**src/sv/stuck_actuator_pin_guard_core_macros.svh**
```systemverilog
// Assertion helpers, sampled on clk and disabled during reset.
`ifndef STUCK_ACTUATOR_PIN_GUARD_CORE_MACROS_SVH
`define STUCK_ACTUATOR_PIN_GUARD_CORE_MACROS_SVH

// Same-cycle implication.
`define SAPG_ASSERT_IMP(lbl, ante, cons) \
  lbl: assert property (@(posedge clk) disable iff (!rst_n) (ante) |-> (cons)) \
    else $error("sapg assertion failed");

// Next-cycle implication.
`define SAPG_ASSERT_NXT(lbl, ante, cons) \
  lbl: assert property (@(posedge clk) disable iff (!rst_n) (ante) |=> (cons)) \
    else $error("sapg assertion failed");

`endif

```
**src/sv/sapg_pkg.sv**
```systemverilog
package sapg_pkg;

  localparam int PIN_COUNT = 1024;
  localparam int PIN_AW    = $clog2(PIN_COUNT);
  localparam int CFG_IDX_W = 3;

  localparam logic [7:0] HEIGHT_MAX = 8'd255;

  typedef enum logic [CFG_IDX_W-1:0] {
    CFG_SAFETY_ENABLE = 3'd0,
    CFG_DISC_THRESH   = 3'd1,
    CFG_OFF_DELAY     = 3'd2,
    CFG_ON_DELAY      = 3'd3,
    CFG_LOW_CLIP      = 3'd4,
    CFG_HIGH_CLIP     = 3'd5
  } cfg_reg_t;

  typedef struct packed {
    logic [9:0]  pin_index;
    logic [7:0]  commanded_height;
    logic [7:0]  measured_height;
    logic [31:0] now_ms;
    logic        invert;
  } in_item_t;

  typedef struct packed {
    logic [7:0] drive_height;
    logic       pin_active;
    logic [7:0] discrepancy;
  } out_item_t;

  typedef struct packed {
    logic        safety_enable;
    logic [7:0]  discrepancy_threshold;
    logic [31:0] off_delay_ms;
    logic [31:0] on_delay_ms;
    logic [7:0]  low_clip;
    logic [7:0]  high_clip;
  } cfg_t;

  typedef struct packed {
    logic        enabled;
    logic [31:0] since;
  } pin_state_t;

  typedef struct packed {
    logic              en;
    logic [PIN_AW-1:0] addr;
    pin_state_t        data;
  } wr_req_t;

endpackage

```
**src/sv/sapg_cfg.sv**
```systemverilog
module sapg_cfg (
  input  logic                             clk,
  input  logic                             rst_n,
  input  logic                             wr_en,
  input  logic [sapg_pkg::CFG_IDX_W-1:0]   wr_idx,
  input  logic [31:0]                      wr_data,
  output sapg_pkg::cfg_t                   cfg
);
  import sapg_pkg::*;

  cfg_t cfg_r, cfg_nxt;

  always_comb begin
    cfg_nxt = cfg_r;
    if (wr_en) begin
      case (wr_idx)
        CFG_SAFETY_ENABLE: cfg_nxt.safety_enable         = wr_data[0];
        CFG_DISC_THRESH:   cfg_nxt.discrepancy_threshold = wr_data[7:0];
        CFG_OFF_DELAY:     cfg_nxt.off_delay_ms          = wr_data;
        CFG_ON_DELAY:      cfg_nxt.on_delay_ms           = wr_data;
        CFG_LOW_CLIP:      cfg_nxt.low_clip              = wr_data[7:0];
        CFG_HIGH_CLIP:     cfg_nxt.high_clip             = wr_data[7:0];
        default:           cfg_nxt = cfg_r;
      endcase
    end
  end

  always_ff @(posedge clk) begin
    if (!rst_n) begin
      cfg_r.safety_enable         <= 1'b1;
      cfg_r.discrepancy_threshold <= 8'd100;
      cfg_r.off_delay_ms          <= 32'd1000;
      cfg_r.on_delay_ms           <= 32'd3000;
      cfg_r.low_clip              <= 8'd0;
      cfg_r.high_clip             <= 8'd255;
    end else begin
      cfg_r <= cfg_nxt;
    end
  end

  assign cfg = cfg_r;

endmodule

```
**config.mk**
```make
export PLATFORM = sky130hd
export DESIGN_NAME = sapg_cfg
export DESIGN_NICKNAME = d
export VERILOG_FILES = /design/src/sv/stuck_actuator_pin_guard_core_macros.svh /design/src/sv/sapg_pkg.sv /design/src/sv/sapg_cfg.sv
export SDC_FILE = /design/constraint.sdc
export NUM_CORES = 1
export LEC_CHECK = 0
export CAP_MARGIN = 20
export CORE_ASPECT_RATIO = 1.5
export CORE_MARGIN = 3
export CORE_UTILIZATION = 45
export CTS_CLUSTER_SIZE = 16
export DETAILED_ROUTE_END_ITERATION = 16
export DONT_BUFFER_PORTS = 1
export GPL_ROUTABILITY_DRIVEN = 0
export SYNTH_ARGS = -nofsm -noshare
export SYNTH_HDL_FRONTEND = slang
export SYNTH_SLANG_ARGS = --single-unit
export TNS_END_PERCENT = 10
```
**constraint.sdc**
```tcl
create_clock -name clk -period 2.6 [get_ports clk]
set_input_delay 0 -clock clk [delete_from_list [all_inputs] [get_ports clk]]
set_output_delay 0 -clock clk [all_outputs]
set_load 0.05 [all_outputs]
```
### Yosys cells after proc, flatten, opt, wreduce, memory -nomap -nowiden

Cells that the tools add are included.

| word-level totals | value |
|---|---|
| register bits | 89 |
| bits of input ports | 38 |
| output and inout port bits | 89 |

| cells by class | value |
|---|---|
| equality and inequality tests | 5 |
| reduce and logical (&&, ||, !) cells | 7 |

Operator list:

| operator | count |
|---|---|
| $reduce_and A2 Y1 | 6 |
| $eq A3 B2 Y1 const B | 2 |
| $eq A3 B3 Y1 const B | 2 |
| $eq A3 B1 Y1 const B | 1 |
| $logic_not A3 Y1 | 1 |

### Logic depth before layout (Yosys ltp)

Gate-level depths: netlist of the first run.

| logic depth | value |
|---|---|
| word-level depth | 2 |
| gate-level depth with buffers | 5 |
| depth with buffers taken out | 2 |

### Worst setup path after synthesis of the first run

Ideal clock, no wire load.

| timing | value |
|---|---|
| kind | input -> register |
| from | input port wr_idx[0] (netlist bit) |
| to | register cfg_r (netlist bit cfg[48]) |
| setup time | 72 ps |
| data arrival time | 827 ps |
| slack | 1701 ps |
| stages on the path | 5 |
| buffers on the path | 3 |
| cell sequence | buf_2 -> and4bb_1 -> buf_6 -> buf_6 -> mux2i_1 |

| on the way | value |
|---|---|
| word-level cells in the longest chain between the ends | 2 |

RTL lines:

| what | RTL line | source |
|---|---|---|
| start: declaration | sapg_cfg.sv:5 | `input logic [sapg_pkg::CFG_IDX_W-1:0] wr_idx,` |
| $eq A3 B2 Y1 | sapg_cfg.sv:16 | `case (wr_idx)` |
| $reduce_and A2 Y1 (no line) | - |  |
| end signal: assignment | sapg_cfg.sv:37 | `cfg_r <= cfg_nxt;` |
| end: declaration | sapg_cfg.sv:11 | `cfg_t cfg_r, cfg_nxt;` |

Every way passes these cells.
A chain may end at the register's enable or synchronous reset.

==> results of run 1 <==
## final cells by class
class / instances / area, sq um / share of cell area (%)
clock buffer: 11 / 151 / 3.71
clock inverter: 1 / 5.00 / 0.123
multi-input combinational: 228 / 1560 / 38.3
sequential: 89 / 1780 / 43.7
tap: 100 / 125 / 3.07
timing repair buffer: 44 / 453 / 11.1
## Yosys cell counts
library cell	n	area share, %
dfxtp_1	89	51
and4bb_1	1	0.36
nor2b_1	36	6.5
and4b_1	2	0.57
nor4b_1	1	0.25
mux2i_1	89	26
buf_6	4	1.3
and4bb_2	1	0.36
nand4b_1	2	0.50
nand4bb_1	2	0.65
nand2_1	94	10
buf_2	9	1.3
clkbuf_1	11	1.2
buf_4	2	0.43
## path summary, 6_finish.rpt
check	to	startpoint	cells past startpoint	slack [ns]
worst max register to register	cfg[13]$_SDFFE_PN0P_	cfg[13]$_SDFFE_PN0P_	3	1.09
worst min-delay path	cfg[11]$_SDFFE_PN0P_	wr_en	2	0.02
worst max-delay path	cfg[59]$_SDFFE_PN0P_	wr_data[11]	5	1.02
worst min register to register	cfg[47]$_SDFFE_PN0P_	cfg[47]$_SDFFE_PN0P_	2	0.71
## worst reg2reg max path: stages, from the launching register on
cell	delay (ns)
dfxtp_1	0.66
nand2_1	0.12
mux2i_1	0.14
dlygate4sd3_1	0.54
## power by group
group	leakage (nW)	internal [mW]	switching, mW	total [mW]
registers	0.721	1.39	0.127	1.52
clock network	0.0830	0.377	0.437	0.814
logic	0.903	0.0916	0.0864	0.178
total	1.71	1.86	0.651	2.51
## per-layer routing
metal / global-route usage, % / wire length, um / vias up
li1: - / - / 1185
met1: 21.7 / 3240 / 1087
met2: 30.0 / 3930 / 92
met3: 5.77 / 666 / 13
met4: 9.45 / 174 / 0
met5: 0 / 0 / -
## cell families (layout without fill, tap and decap cells)
logic type             after synthesis  in the layout  synth area share (%)
buffers and inverters               26             56                  4.19
muxes                               89             89                  25.5
and+or+nand+nor                    139            139                  19.2
DFF                                 89             89                  51.0
## metrics by stage
step | cell area, sq um | setup WS (ns) | util, % | power [mW]
after global placement | 3480 | 1.52 | 47.3 | 1.65
after detailed placement | 3480 | 1.50 | 47.3 | 1.65
after CTS | 4080 | 1.05 | 55.3 | 2.55
final | 4080 | 1.02 | 55.3 | 2.51
after global routing | 4080 | 0.976 | 55.3 | 2.61
after floorplan | 3490 | 1.70 | - | 1.66
## timing repair
item | in CTS | in global routing
hold buffers | 42 | 0
hold endpoints to repair | 89 | 0
setup buffers | 0 | 0
==> metrics.md, run 1 <==
| Metric | Value |
|---|---|
| Run status | complete, no violations |
| Clock skew | 0 ns |
| Port bufs | 0 |
| Highest Clock Rate | 632 MHz |
| IO Pins | 127 |
| Peak supply drop | 0.332 mV |
| Final Non-Filler Cells | 473 |
| Die width | 77.9 um |
| Root Buffer | clkbuf_8 |
| CP max-delay cell | dlygate4sd3_1 |
| Final HPWL DP | 5.06 mm |
| Leakage power total | 1.71 nW |
| CP Class | input pin to register |
| Max reg flops | 89 |
| Via-per-instance ratio | 5.03 |
| Post-CTS resize count | 0 |
| DRT Pass-1 Iters | 4 |
| Initial Util | 47.4% |
| Crit path cell chain | dlygate4sd3_1, nand2_1, dlygate4sd3_1, mux2i_1, dlygate4sd3_1 |
| Crit path top cell by count | dlygate4sd3_1 |
| Data arrival, critical path | 1.83 ns |
| Die span in y | 114 um |
| Syn Inst Count | 343 |
| Final WL | 8.01 mm |
| Minimum clock period after layout | 1.58 ns |
| Core area | 7370 sq um |
| Area growth from synthesis to layout | 16.8% |
| Final worst-path cycle share | 60.9% |
| Endpoints failing hold | 0 |
| Routed vias | 2,377 |
| CTS Buf Count | 9 |
| Grt ovf | 0 |
| Ys Warns | 0 |
| Slew Limit Fails | 0 |
| H-tree depth | 3 |
| Worst Tran Pin Value | 0.612 ns |
| Most frequent cells in the layout | nand2_1, mux2i_1, dfxtp_1 |
| Total of max-cap violations | 0 |
| Later-pin clock latency in the skew report | 0.35 ns |
| Vias in the first global route | 2,355 |
| WP buf/inv | 3 |
| Fin nets | 410 |
| Largest net degree at the start of global routing | 127 |
| Unrepaired setup endpoints after global routing | no |
| Worst endpoint required time | 2.84 ns |
| Synth Register Bits | 89 |
| Initial antenna violation count | 0 |
| Worst Setup Start Kind | input pin |
| ANT nets after route | 0 |
| Synthesized cell area | 3490 sq um |
| WL/cell | 16.9 um |
| Ratio of cells with drive above 1 in the final layout | 4.56% |
| Most common cell after layout, fill and taps aside | nand2_1 |
| Hold WS | 0.0183 ns |
| Filler instances | 642 |
| CTS tree | done |
| Syn_area_per_cell | 10.2 sq um |
| Setup Viol. Count Final | 0 |
| Global Route Usage Sum | 18.4% |
| Crit-path max FO | 2 |
| Post-synthesis sequential area ratio | 51.0% |
| Inst Count DP | 419 |
| Max incr delay on CP | 0.58 ns |
| DR DRC count | 0 |
| Global-route wire length before repair | 12.5 mm |
| Initial DRC Count | 108 |
| Placement Rows | 38 |
| Worst setup EP type | register |
| Max_slew headroom | 59.0% |
| Die Area | 8870 sq um |
| Hold crit path type | input pin to register |
| Syn_nets | 381 |
| CTS Buffer Depth | 2 |
| Antenna cell count | 0 |
| Top cell family by delay on the critical path | buffers and inverters |
| PD cells | 616 nW/um^2 |
| CTS Sinks | 89 |
| Clk pin slew, worst setup/hold paths | 0.08 ns |
| Setup TNS | 0 ns |
| Netlist cell types | 14 |
Power figures use the tool's default switching activity.
==> run 2, diff against run 1 <==
==> constraint.sdc (replaced) <==
create_clock -name clk -period 1.3 [get_ports clk]
set_input_delay 0 -clock clk [delete_from_list [all_inputs] [get_ports clk]]
set_output_delay 0 -clock clk [all_outputs]
set_load 0.05 [all_outputs]
==> run 2 against run 1 <==
  * Flip-flop and latch count unchanged
  * Wire length increased by 23%
  * Global-route usage increased by 4.8 points
  * Final cell count increased by 32%
==> metrics.md, run 2 (synthesis results as in run 1) <==
| Metric | Value |
|---|---|
| Slew Limit Fails | 0 |
| Most frequent cells in the layout | dlygate4sd3_1, nand2_1, buf_4 |
| Crit path cell chain | nand2_1, dlygate4sd3_1, mux2i_1 |
| IO Pins | 127 |
| H-tree depth | 3 |
| Worst endpoint required time | 1.56 ns |
| Die Area | 8870 sq um |
| ANT nets after route | 0 |
| Initial DRC Count | 84 |
| Switching Share | 25.5% |
| CP max-delay cell | dlygate4sd3_1 |
| Placed cell areas | 4180 sq um |
| Sequential share of power | 53.8% |
| Filler instances | 535 |
| Hold crit path type | input pin to register |
| Port bufs | 0 |
| DR DRC count | 0 |
| Routed vias | 3,014 |
| Later-pin clock latency in the skew report | 0.35 ns |
| Global Route Usage Sum | 23.3% |
| Largest net degree at the start of global routing | 68 |
| Placement Rows | 38 |
| Die width | 77.9 um |
| Setup TNS | 0 ns |
| CTS Buffer Depth | 2 |
| Finished Cell Area | 5360 sq um |
| Die span in y | 114 um |
| Hold WS | 0.0275 ns |
| Clock skew | 0 ns |
| Final WS setup | 0.0914 ns |
| Global-route wire length before repair | 16.4 mm |
| Placement Setup Slack | 0.334 ns |
| Final worst-path cycle share | 93.0% |
| Clock power share | 33.1% |
| Highest Clock Rate | 827 MHz |
| Minimum clock period after layout | 1.21 ns |
| Area growth from synthesis to layout | 53.5% |
| Fin nets | 557 |
| Final HPWL DP | 5.61 mm |
| CTS Buf Count | 9 |
| Grt ovf | 0 |
| Leakage power total | 2.25 nW |
| Worst Tran Pin Value | 0.504 ns |
| Endpoints failing hold | 0 |
| Vias in the first global route | 3,299 |
| CTS tree | done |
| Via-per-instance ratio | 4.84 |
| Antenna cell count | 0 |
| Initial antenna violation count | 0 |
| WL/cell | 15.8 um |
| Initial Util | 47.4% |
| PD cells | 977 nW/um^2 |
| Run status | complete, no violations |
| Clk pin slew, worst setup/hold paths | 0.08 ns |
| CTS Sinks | 89 |
| Total of max-cap violations | 0 |
| Switch Pwr | 1.34 mW |
| CP Class | register to register |
| Max reg flops | 89 |
| Setup Viol. Count Final | 0 |
| Ratio of cells with drive above 1 in the final layout | 21.2% |
| Crit-path max FO | 2 |
| Most common cell after layout, fill and taps aside | dlygate4sd3_1 |
| Internal | 3.90 mW |
| Unrepaired setup endpoints after global routing | no |
| Area of the multi-input gates | 1560 sq um |
| Core area | 7370 sq um |
| Logic pwr share | 13.0% |
| Max incr delay on CP | 0.57 ns |
| Root Buffer | clkbuf_8 |
| FF/Latch Area | 1780 sq um |
| Worst Setup Start Kind | register |
| Data arrival, critical path | 1.47 ns |
| Final WL | 9.85 mm |
| Peak supply drop | 0.678 mV |
| DRT Pass-1 Iters | 5 |
| Post-CTS Setup Bufs | 0 |
| Worst setup EP type | register |
| Max_slew headroom | 66.4% |
-- run 2: cell count changes in the layout (fill, tap and decap cells not counted) --
cell           previous run  this run
dlygate4sd3_1            41        97
clkinv_2                  1         3
clkbuf_8                 11        12
buf_4                     2        92
buf_12                    0         1
-- run 2: power groups by stage --
stage | combinational, mW | clock (mW) | sequential (mW)
after floorplan | 0.225 | 0 | 3.09
after global placement | 0.513 | 0 | 2.88
after detailed placement | 0.518 | 0 | 2.88
after CTS | 0.679 | 1.77 | 2.82
after global routing | 0.720 | 1.87 | 2.83
final | 0.682 | 1.74 | 2.82
-- run 2: what timing repair did --
item	in CTS	in global routing
hold endpoints to repair	89	0
hold buffers	98	0
resized for setup	0	0
-- run 2: worst paths after layout --
check,start,end,slack (ns),cells after the start
worst max-delay path,cfg[67]$_SDFFE_PN0P_,cfg[67]$_SDFFE_PN0P_,0.09,3
worst min-delay path,wr_en,cfg[13]$_SDFFE_PN0P_,0.03,2
worst max register to register,cfg[67]$_SDFFE_PN0P_,cfg[67]$_SDFFE_PN0P_,0.09,3
worst min register to register,cfg[13]$_SDFFE_PN0P_,cfg[13]$_SDFFE_PN0P_,0.47,2
-- run 2: critical path, delay by kind of cell (launching register included) --
family                 cells  cell delay [ns]
muxes                      1             0.17
DFF                        1             0.34
and+or+nand+nor            1             0.05
buffers and inverters      1             0.57
-- run 2: stage by stage --
stage / utilization [%] / power [mW] / instances
global route: 72.7 / 5.42 / 623
CTS: 72.7 / 5.27 / 623
floorplan: - / 3.31 / 343
global placement: 56.7 / 3.39 / 510
finish: 72.7 / 5.24 / 623
detailed placement: 56.7 / 3.40 / 510
-- run 2: final cells by class --
class                           instances  share of cell area, %
Clock buffer                           12                   3.08
Clock inverter                          3                  0.280
Multi-Input combinational cell        228                   29.2
Sequential cell                        89                   33.2
Tap cell                              100                   2.33
Timing Repair Buffer                  191                   31.9
-- run 2: layer usage --
layer  up-vias  global-route usage [%]  part of all wire [%]
met5         -                       0                     0
met4         0                    8.98                   1.9
met3        14                    3.55                   4.2
met2        88                    43.0                    53
met1      1433                    26.6                    40
li1       1479                       -                     -
==> run 3, diff against run 2 <==
--- a/config.mk
+++ b/config.mk
@@ -9,10 +9,12 @@
 export CORE_ASPECT_RATIO = 1.5
 export CORE_MARGIN = 3
 export CORE_UTILIZATION = 45
+export CTS_CLUSTER_DIAMETER = 120
 export CTS_CLUSTER_SIZE = 16
 export DETAILED_ROUTE_END_ITERATION = 16
 export DONT_BUFFER_PORTS = 1
 export GPL_ROUTABILITY_DRIVEN = 0
+export SLEW_MARGIN = 20
 export SYNTH_ARGS = -nofsm -noshare
 export SYNTH_HDL_FRONTEND = slang
 export SYNTH_SLANG_ARGS = --single-unit
==> constraint.sdc (replaced) <==
create_clock -name clk -period 1.52 [get_ports clk]
set_input_delay 0 -clock clk [delete_from_list [all_inputs] [get_ports clk]]
set_output_delay 0 -clock clk [all_outputs]
set_load 0.05 [all_outputs]
==> run 3 against run 2 <==
  * Sequential power decreased by 15%
  * Die area unchanged
  * Clock-buffer cell count decreased by 1
  * Clock power decreased by 13%
  * Cell area decreased by 2.5%
  * Global-route usage decreased by 1.5 points
  * Clock skew unchanged
  * Wire length decreased by 3.7%
  * Sequential share of layout area increased by 0.87 points
  * Combinational power decreased by 13%
  * First-iteration DRC count increased by 26%
  * Non-clock buffer count decreased by 14
  * Highest routed layer unchanged
==> metrics.md, run 3 (synthesis results as in run 1) <==
| Metric | Value |
|---|---|
| Run status | complete, no violations |
| Highest Clock Rate | 717 MHz |
| Fin nets | 543 |
| Die Area | 8870 sq um |
| CTS Buffer Depth | 2 |
| Worst endpoint required time | 1.81 ns |
| Initial Util | 47.4% |
| ANT nets after route | 0 |
| Post-CTS Setup Bufs | 0 |
| H-tree depth | 3 |
| Ratio of cells with drive above 1 in the final layout | 21.8% |
| WL/cell | 15.5 um |
| CTS Sinks | 89 |
| Setup TNS | 0 ns |
| Routed vias | 2,960 |
| Final worst-path cycle share | 91.8% |
| Die width | 77.9 um |
| Grt ovf | 0 |
| Worst Setup Start Kind | register |
| Global-route wire length before repair | 15.2 mm |
| IO Pins | 127 |
| Post-CTS resize count | 0 |
| PD cells | 865 nW/um^2 |
| Initial antenna violation count | 0 |
| Core area | 7370 sq um |
| Clock skew | 0 ns |
| Later-pin clock latency in the skew report | 0.35 ns |
| Peak supply drop | 0.697 mV |
| Finished Cell Area | 5220 sq um |
| Setup Viol. Count Final | 0 |
| Final WL | 9.48 mm |
| Port bufs | 0 |
| Final Non-Filler Cells | 610 |
| Placement Rows | 38 |
| Inst Count DP | 509 |
| Data arrival, critical path | 1.68 ns |
| Unrepaired setup endpoints after global routing | no |
| Max_slew headroom | 64.4% |
| Leakage power total | 2.23 nW |
| Filler instances | 561 |
| Area of the multi-input gates | 1560 sq um |
| Clk pin slew, worst setup/hold paths | 0.09 ns |
| Slew Limit Fails | 0 |
| Minimum clock period after layout | 1.40 ns |
| Final Power | 4.52 mW |
| Area growth from synthesis to layout | 49.6% |
| DR DRC count | 0 |
| FF/Latch Area | 1780 sq um |
| CTS Buf Count | 9 |
| Hold crit path type | input pin to register |
| Largest net degree at the start of global routing | 83 |
| Crit-path max FO | 2 |
| DRT Pass-1 Iters | 4 |
| Most frequent cells in the layout | nand2_1, buf_4, mux2i_1, dfxtp_1, dlygate4sd3_1 |
| Worst setup EP type | register |
| CP Class | register to register |
| Endpoints failing hold | 0 |
| Final HPWL DP | 5.40 mm |
| Vias in the first global route | 3,036 |
| Max reg flops | 89 |
| Worst Tran Pin Value | 0.534 ns |
| Most common cell after layout, fill and taps aside | nand2_1 |
| Antenna cell count | 0 |
| Die span in y | 114 um |
| Total of max-cap violations | 0 |
| Via-per-instance ratio | 4.85 |
| Initial DRC Count | 106 |
| Root Buffer | clkbuf_8 |
| CTS tree | done |
| Placed cell areas | 4170 sq um |
| Global Route Usage Sum | 21.8% |
[run 3: cell count changes in the layout (fill, tap and decap cells not counted), sizes merged]
cell and delta:
dlygate4sd3 -13, buf -1, clkbuf -1, clkinvlp +2
[run 3: per-stage QoR]
stage | setup WS, ns | utilization (%) | hold slack [ns]
5_1_grt | 0.0735 | 70.9 | 0.0270
6_report | 0.124 | 70.9 | 0.0137
3_5_place_dp | 0.626 | 56.6 | 0.154
2_1_floorplan | 0.621 | - | 0.142
3_3_place_gp | 0.658 | 56.6 | 0.149
4_1_cts | 0.200 | 70.9 | 0.00557
[run 3: worst paths after layout]
path	start	endpoint	slack, ns	depth (start not counted)
worst min register to register	cfg[81]$_SDFFE_PN0P_	cfg[81]$_SDFFE_PN0P_	0.47	2
worst min-delay path	wr_en	cfg[11]$_SDFFE_PN0P_	0.01	2
worst max register to register	cfg[75]$_SDFFE_PN0P_	cfg[75]$_SDFFE_PN0P_	0.12	4
worst max-delay path	cfg[75]$_SDFFE_PN0P_	cfg[75]$_SDFFE_PN0P_	0.12	4
[run 3: power by group]
part,switching (mW),internal [mW]
registers,0.0208,2.38
clock network,0.847,0.676
logic,0.352,0.240
[run 3: layer usage]
layer	vias to the layer above	part of all wire, %	global-route usage [%]
met3	10	5.9	4.74
met2	89	51	38.4
li1	1450	-	-
met1	1411	41	25.5
met4	0	1.6	8.75
met5	-	0	0
[run 3: timing repair]
| action | in CTS | in global routing |
|---|---|---|
| hold buffers | 85 | 0 |
| setup endpoints to repair | 0 | 0 |
| hold endpoints to repair | 89 | 0 |
[run 3: cell type report]
| type | instances | area share (%) |
|---|---|---|
| sequential | 89 | 34.1 |
| timing repair buffer | 177 | 30.1 |
| multi-input combinational | 228 | 29.9 |
| clock buffer | 11 | 2.90 |
| tap | 100 | 2.40 |
| clock inverter | 5 | 0.575 |
[run 3: critical path: stages, from the launching register on]
cell           delay [ns]
dfxtp_1              0.33
buf_4                0.20
nand2_1              0.06
dlygate4sd3_1        0.58
mux2i_1              0.15
